--- src/rtl/lweb_ram.sv ---
// ----------------------------------------------------------------------------
// lweb_ram
// Generic simple dual-port RAM, one write port, one registered read port.
// ----------------------------------------------------------------------------
module lweb_ram #(
    parameter int WIDTH = 17,
    parameter int DEPTH = 256
) (
    input  logic                     clk,
    input  logic                     we,
    input  logic [$clog2(DEPTH)-1:0] waddr,
    input  logic [WIDTH-1:0]         wdata,
    input  logic                     re,
    input  logic [$clog2(DEPTH)-1:0] raddr,
    output logic [WIDTH-1:0]         rdata
);

    logic [WIDTH-1:0] mem [DEPTH];
    logic [WIDTH-1:0] rdata_reg;

    always_ff @(posedge clk)
    begin
        if (we)
            mem[waddr] <= wdata;
        if (re)
            rdata_reg <= mem[raddr];
    end

    assign rdata = rdata_reg;

endmodule

--- config.mk ---
export PLATFORM = sky130hd
export DESIGN_NAME = lweb_ram
export DESIGN_NICKNAME = d
export VERILOG_FILES = /design/src/rtl/lweb_ram.sv
export SDC_FILE = /design/constraint.sdc
export NUM_CORES = 2
export LEC_CHECK = 0
export ABC_CLOCK_PERIOD_IN_PS = 2700
export BUFFER_PORTS_ARGS = -buffer_cell sky130_fd_sc_hd__buf_4
export CELL_PAD_IN_SITES_DETAIL_PLACEMENT = 2
export CELL_PAD_IN_SITES_GLOBAL_PLACEMENT = 2
export CORE_MARGIN = 3
export CORE_UTILIZATION = 40
export DETAILED_ROUTE_END_ITERATION = 6
export MAX_ROUTING_LAYER = met4
export PLACE_DENSITY_LB_ADDON = 0.1
export SETUP_SLACK_MARGIN = 0.4
export SYNTH_ARGS = -nofsm -noshare
export SYNTH_HDL_FRONTEND = slang
export SYNTH_MEMORY_MAX_BITS = 65536
export SYNTH_SLANG_ARGS = --single-unit
export TNS_END_PERCENT = 5
--- constraint.sdc ---
create_clock -name clk -period 2.7 [get_ports clk]
set_input_delay 0.135 -clock clk [delete_from_list [all_inputs] [get_ports clk]]
set_output_delay 0.135 -clock clk [all_outputs]
set_load 0.005 [all_outputs]
==> metrics <==
status=complete, no violations; die area=433000 sq um; Max-Cap Viols=0; largest net degree at the start of global routing=101; CP Data Required Time=3.41 ns; internal power=0.114 W; Post-Syn Area=170000 sq um; # IOs=53; Clock Power Share=43.0%; reg2reg path depth=8; htree depth=5; TritonCTS clock tree=built; Post-DP HPWL=368 mm; YS warnings=0; CTS max path bufs=4; total clock buffers created by CTS=468; sequential area share after synthesis=77.2%; gr ovfl total=0; Die Ht=658 microns; clock latency on the worst-skew pair=1.01 ns; layout cells sized above 1=35.1%; Final Setup Violations=0; gpl congestion=0.882; number of fill cells=37200; design area=203000 sq um; Sw Share=22.5%; Buffers on Ports=52; asr flop ratio synth=0%; Worst-Margin Slew=1.29 ns; first-pass GRT wire length=797 mm; Yosys cell types=73; Final period util=99.8%; beginning of the worst register-to-register path=mem[82][4]; fmax=371 MHz; minimum clock period after layout=2.70 ns; DRC=0; Die X=658 microns; synth-to-layout area growth=19.5%; Syn Inst Count=7797; Worst Hold Class=primary input to flop; Max Slew Vio Count=0; register share of total power=50.7%; effective utilization at floorplan=40.3%; CTS Sinks=4369; P_leak=66.1 nW; row count=238; CTS root buf=clkbuf_16; via count=89900; Main synth FF type=edfxtp_1; Syn Nets=7833; DRT iter0 DRCs=10600; Setup CP Type=flop to flop; gr usage total=27.0%; EDFF count, synth=4369; Nets=9267; Comb power frac=6.2%; Hold Path Depth=2; max reg flops=4352; RSZ-0062 raised after global routing=yes; Via density=5.87; Rel. slew slack=13.8%; Place WS=-1.29 ns; crit path launch type=flop; CP Max Fanout=1; post-route ant nets=0; initial antenna violation count=39; final hold vios=0; synthesis-stage register bit count=4369; total power=0.148 W; number of global-route vias before repair=95700; DR WL/cell=37.4 microns; clock-pin slew on the worst setup and hold paths=0.06 ns; peak supply drop=0.622 mV; PD cells=727 nW/um^2; R2R Setup Slk=0.005 ns; skew final=0.0678 ns; Critical Path AT=3.41 ns; dpl cell area=187000 sq um; first drt pass iteration count=6; Critical R2R Capture=rdata[4]; core area=422000 sq um; hold_sp=wdata[7]; fin util=48.2%; worst hold path endpoint=mem[118][7]; sw power=0.0332 W; drt total wl=573 mm; syn avg cell area=21.8 sq um; Critical Path End Type=flop; post-route setup slack=0.00467 ns
## per-stage QoR
step                      hold slack [ns]  std cells  TNS (ns)
final                               0.103      15300         0
after global routing               0.0595      15300   -0.0810
after CTS                          0.0116      15300   -0.0550
after detailed placement            0.518      14400    -12.52
after global placement              0.511      14400    -12.14
after floorplan                     0.234       7797         0
## power by group through the flow
stage | sequential, W | clock [W] | combinational, W
finish | 0.0749 | 0.0636 | 0.00919
global route | 0.0749 | 0.0673 | 0.00959
CTS | 0.0749 | 0.0648 | 0.00917
detailed placement | 0.0764 | 0 | 0.00896
global placement | 0.0764 | 0 | 0.00871
floorplan | 0.0763 | 0 | 0.00384
## synthesized netlist by cell type (46+ instances only)
cell type	count	share of area, %
edfxtp_1	4369	77
mux4_2	897	12
mux2i_1	509	3.0
nor2_1	333	0.74
nand2_1	216	0.48
o22ai_1	186	0.68
clkbuf_1	150	0.33
o221ai_1	134	0.69
nor3_1	109	0.32
a21oi_1	108	0.32
buf_2	95	0.28
nand3_1	65	0.19
buf_6	57	0.38
mux4_1	46	0.71
## critical path, stage by stage (launching register included)
cell	delay, ns
edfxtp_1	0.38
mux4_2	0.49
mux4_2	0.53
nand2_2	0.11
o311ai_1	0.12
buf_4	0.22
nand4_1	0.34
buf_6	0.18
a311oi_2	0.04
## worst max path at each step
stage	from	end	slack, ns	cells after the start
final	mem[82][4]	rdata[4]	0.005	8
after global routing	mem[22][4]	rdata[4]	-0.05	7
after CTS	mem[50][11]	rdata[11]	-0.03	7
after detailed placement	raddr[0]	rdata[6]	-1.29	14
after global placement	raddr[0]	rdata[6]	-1.39	11
after floorplan	waddr[3]	mem[235][0]	0.36	6
## cell families after synthesis
logic type | count (synthesis) | share of synthesized area, %
DFF | 4369 | 77.2
muxes | 1472 | 15.7
buffers and inverters | 471 | 2.14
AOI/OAI and AO/OA | 649 | 2.70
and+or+nand+nor | 836 | 2.19
## placed cells by master (no fill, tap or decap), drive strengths merged, types with 108 or more instances in the layout
cell type	n
buf	1403
mux4	943
nand2	216
mux2i	509
o22ai	186
clkinv	249
a21oi	108
o221ai	136
nor2	333
edfxtp	4369
nor3	109
clkbuf	551
## timing repair
item                                     CTS  global route
buffers inserted                           0             1
pin swaps                                 33            48
endpoints found under the setup margin    17            82
hold endpoints to repair                3812             0
resized for setup                        127            73
hold buffers                              27             0
## routing by layer
layer / share of wire, % / track usage (%) / up-vias
met5: 0 / - / -
met4: 3.1 / 7.16 / 0
met3: 5.5 / 2.85 / 701
met2: 48 / 42.5 / 2954
met1: 44 / 37.9 / 50300
li1: - / - / 36000
## final cells by class
class                   count  area [sq um]  area share [%]
diodes                     31          77.6          0.0382
clock inverters           317          2850            1.40
inverters                   5          32.5          0.0160
clock buffers             551         12100            5.96
flip-flops and latches   4369        131000            64.6
multi-input cells        2957         36600            18.0
well taps                5640          7060            3.47
repair buffers           1430         13200            6.50
Note: power is estimated with default switching activity, not from simulation.
