`src/rtl/lweb_pkg.sv`:
```
// ----------------------------------------------------------------------------
// lweb_pkg
// Shared types, constants and the gamma weight table for the exposure blend.
// ----------------------------------------------------------------------------
package lweb_pkg;

    localparam int CHAN_W     = 8;
    localparam int NUM_CHAN   = 3;
    localparam int WEIGHT_W   = 17;
    localparam int WT_DEPTH   = 256;
    localparam int WT_ADDR_W  = 8;
    localparam int FILL_CNT_W = WT_ADDR_W + 1;

    // BT.601 luma weights, 16-bit fixed point
    localparam logic [23:0] LUMA_COEF_R = 24'd19595;
    localparam logic [23:0] LUMA_COEF_G = 24'd38469;
    localparam logic [23:0] LUMA_COEF_B = 24'd7472;
    localparam logic [23:0] ROUND_HALF  = 24'd32768;

    localparam int unsigned WEIGHT_ONE = 32'd65536;
    localparam int unsigned CUBE_255   = 32'd16581375;

    typedef logic [WEIGHT_W-1:0]                weight_t;
    typedef logic [WT_DEPTH-1:0][WEIGHT_W-1:0]  weight_rom_t;
    typedef logic [NUM_CHAN-1:0][CHAN_W-1:0]    pixel_t;

    // Write request from the table loader into the weight memory
    typedef struct packed {
        logic                 we;
        logic [WT_ADDR_W-1:0] addr;
        weight_t              data;
        logic                 done;
    } fill_wr_t;

    // round(65536 * (l/255)^0.3), half up, by exact integer comparison:
    // the largest w with (2w-1)^10 * 255^3 <= l^3 * 2^170.
    function automatic weight_t weight_entry(input int unsigned l);
        logic [207:0] rhs;
        logic [207:0] lhs;
        int unsigned  lo;
        int unsigned  hi;
        int unsigned  mid;
        begin
            rhs = 208'(l * l * l) << 170;
            lo  = 0;
            hi  = WEIGHT_ONE;
            for (int it = 0; it < 18; it++)
            begin
                if (lo < hi)
                begin
                    mid = (lo + hi + 1) >> 1;
                    lhs = 208'd1;
                    for (int k = 0; k < 10; k++)
                    begin
                        lhs = lhs * 208'(2 * mid - 1);
                    end
                    lhs = lhs * 208'(CUBE_255);
                    if (lhs <= rhs)
                        lo = mid;
                    else
                        hi = mid - 1;
                end
            end
            return WEIGHT_W'(lo);
        end
    endfunction

    function automatic weight_rom_t build_weight_rom();
        weight_rom_t rom;
        begin
            for (int l = 0; l < WT_DEPTH; l++)
            begin
                rom[l] = weight_entry(l);
            end
            return rom;
        end
    endfunction

    localparam weight_rom_t WEIGHT_ROM = build_weight_rom();

endpackage

```
`src/rtl/lweb_blend.sv`:
```
// ----------------------------------------------------------------------------
// lweb_blend
// One channel lane: (a*w + b*(65536-w) + 32768) >> 16, as b + (a-b)*w.
// ----------------------------------------------------------------------------
module lweb_blend import lweb_pkg::*; (
    input  logic [CHAN_W-1:0] a,
    input  logic [CHAN_W-1:0] b,
    input  weight_t           w,
    output logic [CHAN_W-1:0] v
);

    logic signed [CHAN_W:0]   diff;
    logic signed [25:0]       prod;
    logic signed [25:0]       sum;

    assign diff = $signed({1'b0, a}) - $signed({1'b0, b});
    assign prod = 26'(diff) * $signed({9'b0, w});
    assign sum  = $signed({2'b0, b, 16'b0}) + prod + $signed(26'(ROUND_HALF));
    // sum stays within 0 .. 255*65536+32768
    assign v    = sum[23:16];

endmodule

```
`config.mk`:
```
export PLATFORM = sky130hd
export DESIGN_NAME = lweb_blend
export DESIGN_NICKNAME = d
export VERILOG_FILES = /design/src/rtl/lweb_pkg.sv /design/src/rtl/lweb_blend.sv
export SDC_FILE = /design/constraint.sdc
export NUM_CORES = 1
export LEC_CHECK = 0
export BUFFER_PORTS_ARGS = -buffer_cell sky130_fd_sc_hd__buf_2
export CAP_MARGIN = 10
export CELL_PAD_IN_SITES_DETAIL_PLACEMENT = 0
export CELL_PAD_IN_SITES_GLOBAL_PLACEMENT = 2
export CORE_MARGIN = 3
export CORE_UTILIZATION = 38
export DETAILED_ROUTE_END_ITERATION = 10
export PLACE_DENSITY = 0.8
export SLEW_MARGIN = 20
export SYNTH_ARGS = -nofsm -noshare
export SYNTH_HDL_FRONTEND = slang
export SYNTH_SLANG_ARGS = --single-unit
```
`constraint.sdc`:
```
create_clock -name vclk -period 10.05
set_input_delay 0.5025 -clock vclk [all_inputs]
set_output_delay 0.5025 -clock vclk [all_outputs]
set_load 0.02 [all_outputs]
```
==> out/metrics.cfg, run 1 <==
[critical_path]
critPathSlowestCell=fa_1
end_kind=primary output
cp.depth=28
required_ns=9.55
critPathLaunchType=input pin
crit_top_cell=fa_1
crit_type=input pin to primary output
cp_top_family=adder cells
cp_max_fo=17
crit_arrival_ns=7.08
slowest_delay_ns=0.53
crit_buf_inv=8

[final_layout]
fillerInstances=1258
final.clkbuf_count=0
area_growth_pct=8.92
multi_input_area_um2=4340
drive_above_1_share_pct=10.1
seqCellArea_um2=0
diodes=0
num-nets-final=773
instances_no_fill=740
seq_cells=0

[sta]
fmaxAchievable_ghz=0.132
rsz0062_at_grt=false
min_period_ns=7.58
tightest_slew_ns=0.757
slew_headroom_pct=49.4
hold_viol=0
hold_ws_ns=1.74
fin_setup_tns_ns=0
post-route-period-util_pct=75.4
maxSlewViolCount=0
finalSetupViolCount=0

[drt]
first_iter_violations=93
antenna_left=0
wl_um=11000
drtPass1Iterations=4
num_vias=3525
wl_per_cell_um=14.9
drc_errors=0
drt-vias-per-instance=4.76

[min_path]
min_to=v[0]
whs_path_depth=5
hp-start=b[0]
hold_path.class=input pin to primary output

[floorplanning]
die_w_um=119
core_um2=12200
pin_count=41
die_area_um2=14100
start_util_pct=39.5
fp.dieH_um=119
rows=40

[placed_design]
io_buffers=41
hpwl_um=9290
dp_cells=740
gp_congestion=0.793

[synth]
synthesis.nets=733
syn_area_um2=4820
ys_warn_count=0
synth_top_area_share_pct=46.9
synth_top_cell_by_area=fa_1
synth.most_common_cell=inv_1
synth.distinct_cells=36
synth.avg_cell_area_um2=9.03
synth_cells=534
yosys-top-cells-count=inv_1, fa_1, and2_1
yosysSeqAreaShare_pct=0
synth_area_leaders=fa_1, ha_1, inv_1

[flow_run]
cap_viol_max_count=0

[clock_network]
cts_setup_buffers=0
cts_resized=0
cts-hold-fix-buffers=0

[global_routing]
first_global_vias=3949
grt_overflow_total=0
grt_pass1_wl_um=19100
antenna_found_initial=0
grt_max_degree=18
grt_util_all_layers_pct=16.4

[run_status]
outcome=finished, final reports clean

## metal layers
layer | part of all wire (%) | global-route usage [%]
met5 | 0 | 0
met4 | 0.54 | 0.797
met3 | 1.9 | 0.239
met2 | 55 | 31.6
met1 | 43 | 21.6
## worst min-delay path, stage by stage
cell and delay, ns:
buf_2 0.12, fa_1 0.17, ha_1 0.22, xor2_1 0.08, buf_2 0.15
## metrics by stage
stage	cell area (µm²)	utilization (%)	setup WS (ns)
detailed placement	5260	43.0	2.41
finish	5260	43.0	2.47
global placement	5260	43.0	2.44
CTS	5260	43.0	2.38
global route	5260	43.0	1.99
floorplan	4820	-	2.93
## final cells by class
type | count | area share, %
Multi-Input combinational cell | 404 | 82.5
Inverter | 120 | 8.57
Tap cell | 168 | 4.00
Timing Repair Buffer | 48 | 4.90
## cells in the final DEF, fill, tap and decap left out
cell / synthesis / final
or3_1: 1 / 1
a41oi_1: 1 / 1
o311ai_0: 1 / 1
nand2_1: 46 / 46
or4b_1: 1 / 1
a31oi_1: 2 / 2
and2_1: 65 / 65
buf_4: 0 / 7
a311oi_1: 3 / 3
nor2b_1: 5 / 5
nand4b_1: 1 / 1
and2b_1: 2 / 2
nand3_1: 1 / 1
nand2b_1: 29 / 29
nand4_1: 3 / 3
buf_2: 0 / 41
mux2i_1: 1 / 1
a211oi_1: 2 / 2
a21o_1: 3 / 3
inv_1: 120 / 120
a21boi_0: 2 / 2
o21ai_0: 5 / 5
fa_1: 113 / 113
o311ai_2: 1 / 1
o22ai_1: 1 / 1
or2_2: 8 / 8
nor2_1: 19 / 19
ha_1: 53 / 53
nor4_1: 2 / 2
xnor3_1: 1 / 1
nor3_1: 3 / 3
xnor2_1: 12 / 12
a21oi_1: 10 / 10
nor4_2: 1 / 1
xor2_1: 4 / 4
o21bai_1: 2 / 2
## logic make-up (layout without fill, tap and decap cells)
| family | Yosys count | in the layout | synth area share (%) |
|---|---|---|---|
| mux | 1 | 1 | 0.207 |
| buf+inv | 130 | 168 | 10.1 |
| compound gates | 33 | 33 | 4.59 |
| simple gates | 187 | 187 | 21.1 |
| xor+xnor | 17 | 17 | 3.37 |
| fa+ha+maj | 166 | 166 | 60.6 |
## worst max-delay path by stage
stage | start | to | slack (ns)
after floorplan | a[0] | v[7] | 2.93
after detailed placement | b[1] | v[7] | 2.41
final | a[0] | v[7] | 2.47
after CTS | b[1] | v[7] | 2.38
after global routing | a[0] | v[7] | 1.99
after global placement | b[1] | v[7] | 2.44
Power of run 1 is not shown: default switching activity piles up to over one toggle a cycle in this logic, so the estimate is an artifact.
==> run 2, diff against run 1 <==
Settings changed: CORE_UTILIZATION 38 to 36, PLACE_DENSITY 0.8 to 0.79.
Clock period 10.05 ns to 6.3 ns, I/O delays scaled along.
==> run 2 against run 1 <==
Effect of this change:
- count of clock-buffer cells in the layout unchanged
- die area up 5.3%
- the run now ends with setup timing left
- worst hold slack worse by 0.39 ns
- final area up 16%
- flip-flop and latch count unchanged
- critical path depth up 1
- non-clock buffer count increased by 67
==> out/metrics.cfg, run 2 (same netlist as run 1, synthesis figures left out) <==
[placed_design]
io_buffers=41
hpwl_um=10700
gp_congestion=0.832

[floorplanning]
die_w_um=122
start_util_pct=37.5
rows=41
fp.dieH_um=122
die_area_um2=14800
pin_count=41
core_um2=12900

[drt]
num_vias=3852
wl_per_cell_um=15.1
antenna_left=0
drc_errors=0
drtPass1Iterations=4
wl_um=12300
drt-vias-per-instance=4.75
first_iter_violations=112

[global_routing]
first_global_vias=4412
antenna_found_initial=0
grt_pass1_wl_um=21500
grt_util_all_layers_pct=18.1
grt_max_degree=11
grt_overflow_total=0

[critical_path]
critPathSlowestCell=fa_1
critPathLaunchType=input pin
crit_type=input pin to primary output
slowest_delay_ns=0.52
cp_max_fo=5
crit_arrival_ns=6.33
crit_top_cell=fa_1
end_kind=primary output
required_ns=5.98

[final_layout]
seqCellArea_um2=0
final.clkbuf_count=0
seq_cells=0
final_cell_mix=inv_1, fa_1, buf_4
num-nets-final=840
multi_input_area_um2=4570
fillerInstances=1281
drive_above_1_share_pct=25.2
area_growth_pct=26.0
diodes=0
final_common_cell=inv_1

[sta]
fmaxAchievable_ghz=0.150
rsz0062_at_grt=true
fin_setup_tns_ns=-1.31
tightest_slew_ns=0.307
finalWorstSetupSlack_ns=-0.346
hold_viol=0
maxSlewViolCount=0
min_period_ns=6.65
finalSetupViolCount=7
post-route-period-util_pct=105
slew_headroom_pct=79.3

[min_path]
hold_path.class=input pin to primary output

[run_status]
outcome=finished with violations
violations=setup timing

[flow_run]
cap_viol_max_count=0

[clock_network]
cts-hold-fix-buffers=0

==> run 2: worst paths after layout <==
| path | from | endpoint | slack, ns | depth (start not counted) |
|---|---|---|---|---|
| setup / recovery | a[0] | v[7] | -0.35 | 29 |
| hold / removal | w[16] | v[7] | 1.36 | 5 |
==> run 2: what timing repair did <==
item / in CTS / in global routing
hold endpoints to repair: 0 / 0
pin swaps: 10 / 9
setup buffers: 9 / 3
resized for setup: 36 / 12
setup endpoints to repair: 8 / 8
==> run 2: critical path, delay by kind of cell <==
family	cells	cell delay [ns]
xor+xnor	2	0.38
compound gates	2	0.42
simple gates	8	1.25
fa+ha+maj	8	3.20
buf+inv	9	0.74
==> run 2: cell type report <==
type | count | share of cell area (%)
inverter | 120 | 7.45
timing repair buffer | 115 | 13.9
multi-input combinational | 404 | 75.1
tap | 172 | 3.54
==> run 2: per-stage QoR <==
stage	setup WS [ns]	util [%]	std cells	cell area, µm²	hold slack (ns)
4_1_cts	-0.408	46.6	808	6000	1.36
5_1_grt	-0.669	47.2	811	6080	1.42
6_report	-0.346	47.2	811	6080	1.36
2_1_floorplan	-0.00180	-	534	4920	1.07
3_3_place_gp	-0.486	44.7	799	5760	1.38
3_5_place_dp	-0.599	44.7	799	5760	1.39
==> run 2: metal layers <==
layer	GRT usage [%]	vias to the layer above	share of wire, %
li1	-	1816	-
met1	23.4	1982	42
met2	34.8	44	55
met3	0.418	10	1.8
met4	2.24	0	1.3
met5	0	-	0
Power of run 2 is left out for the same reason.
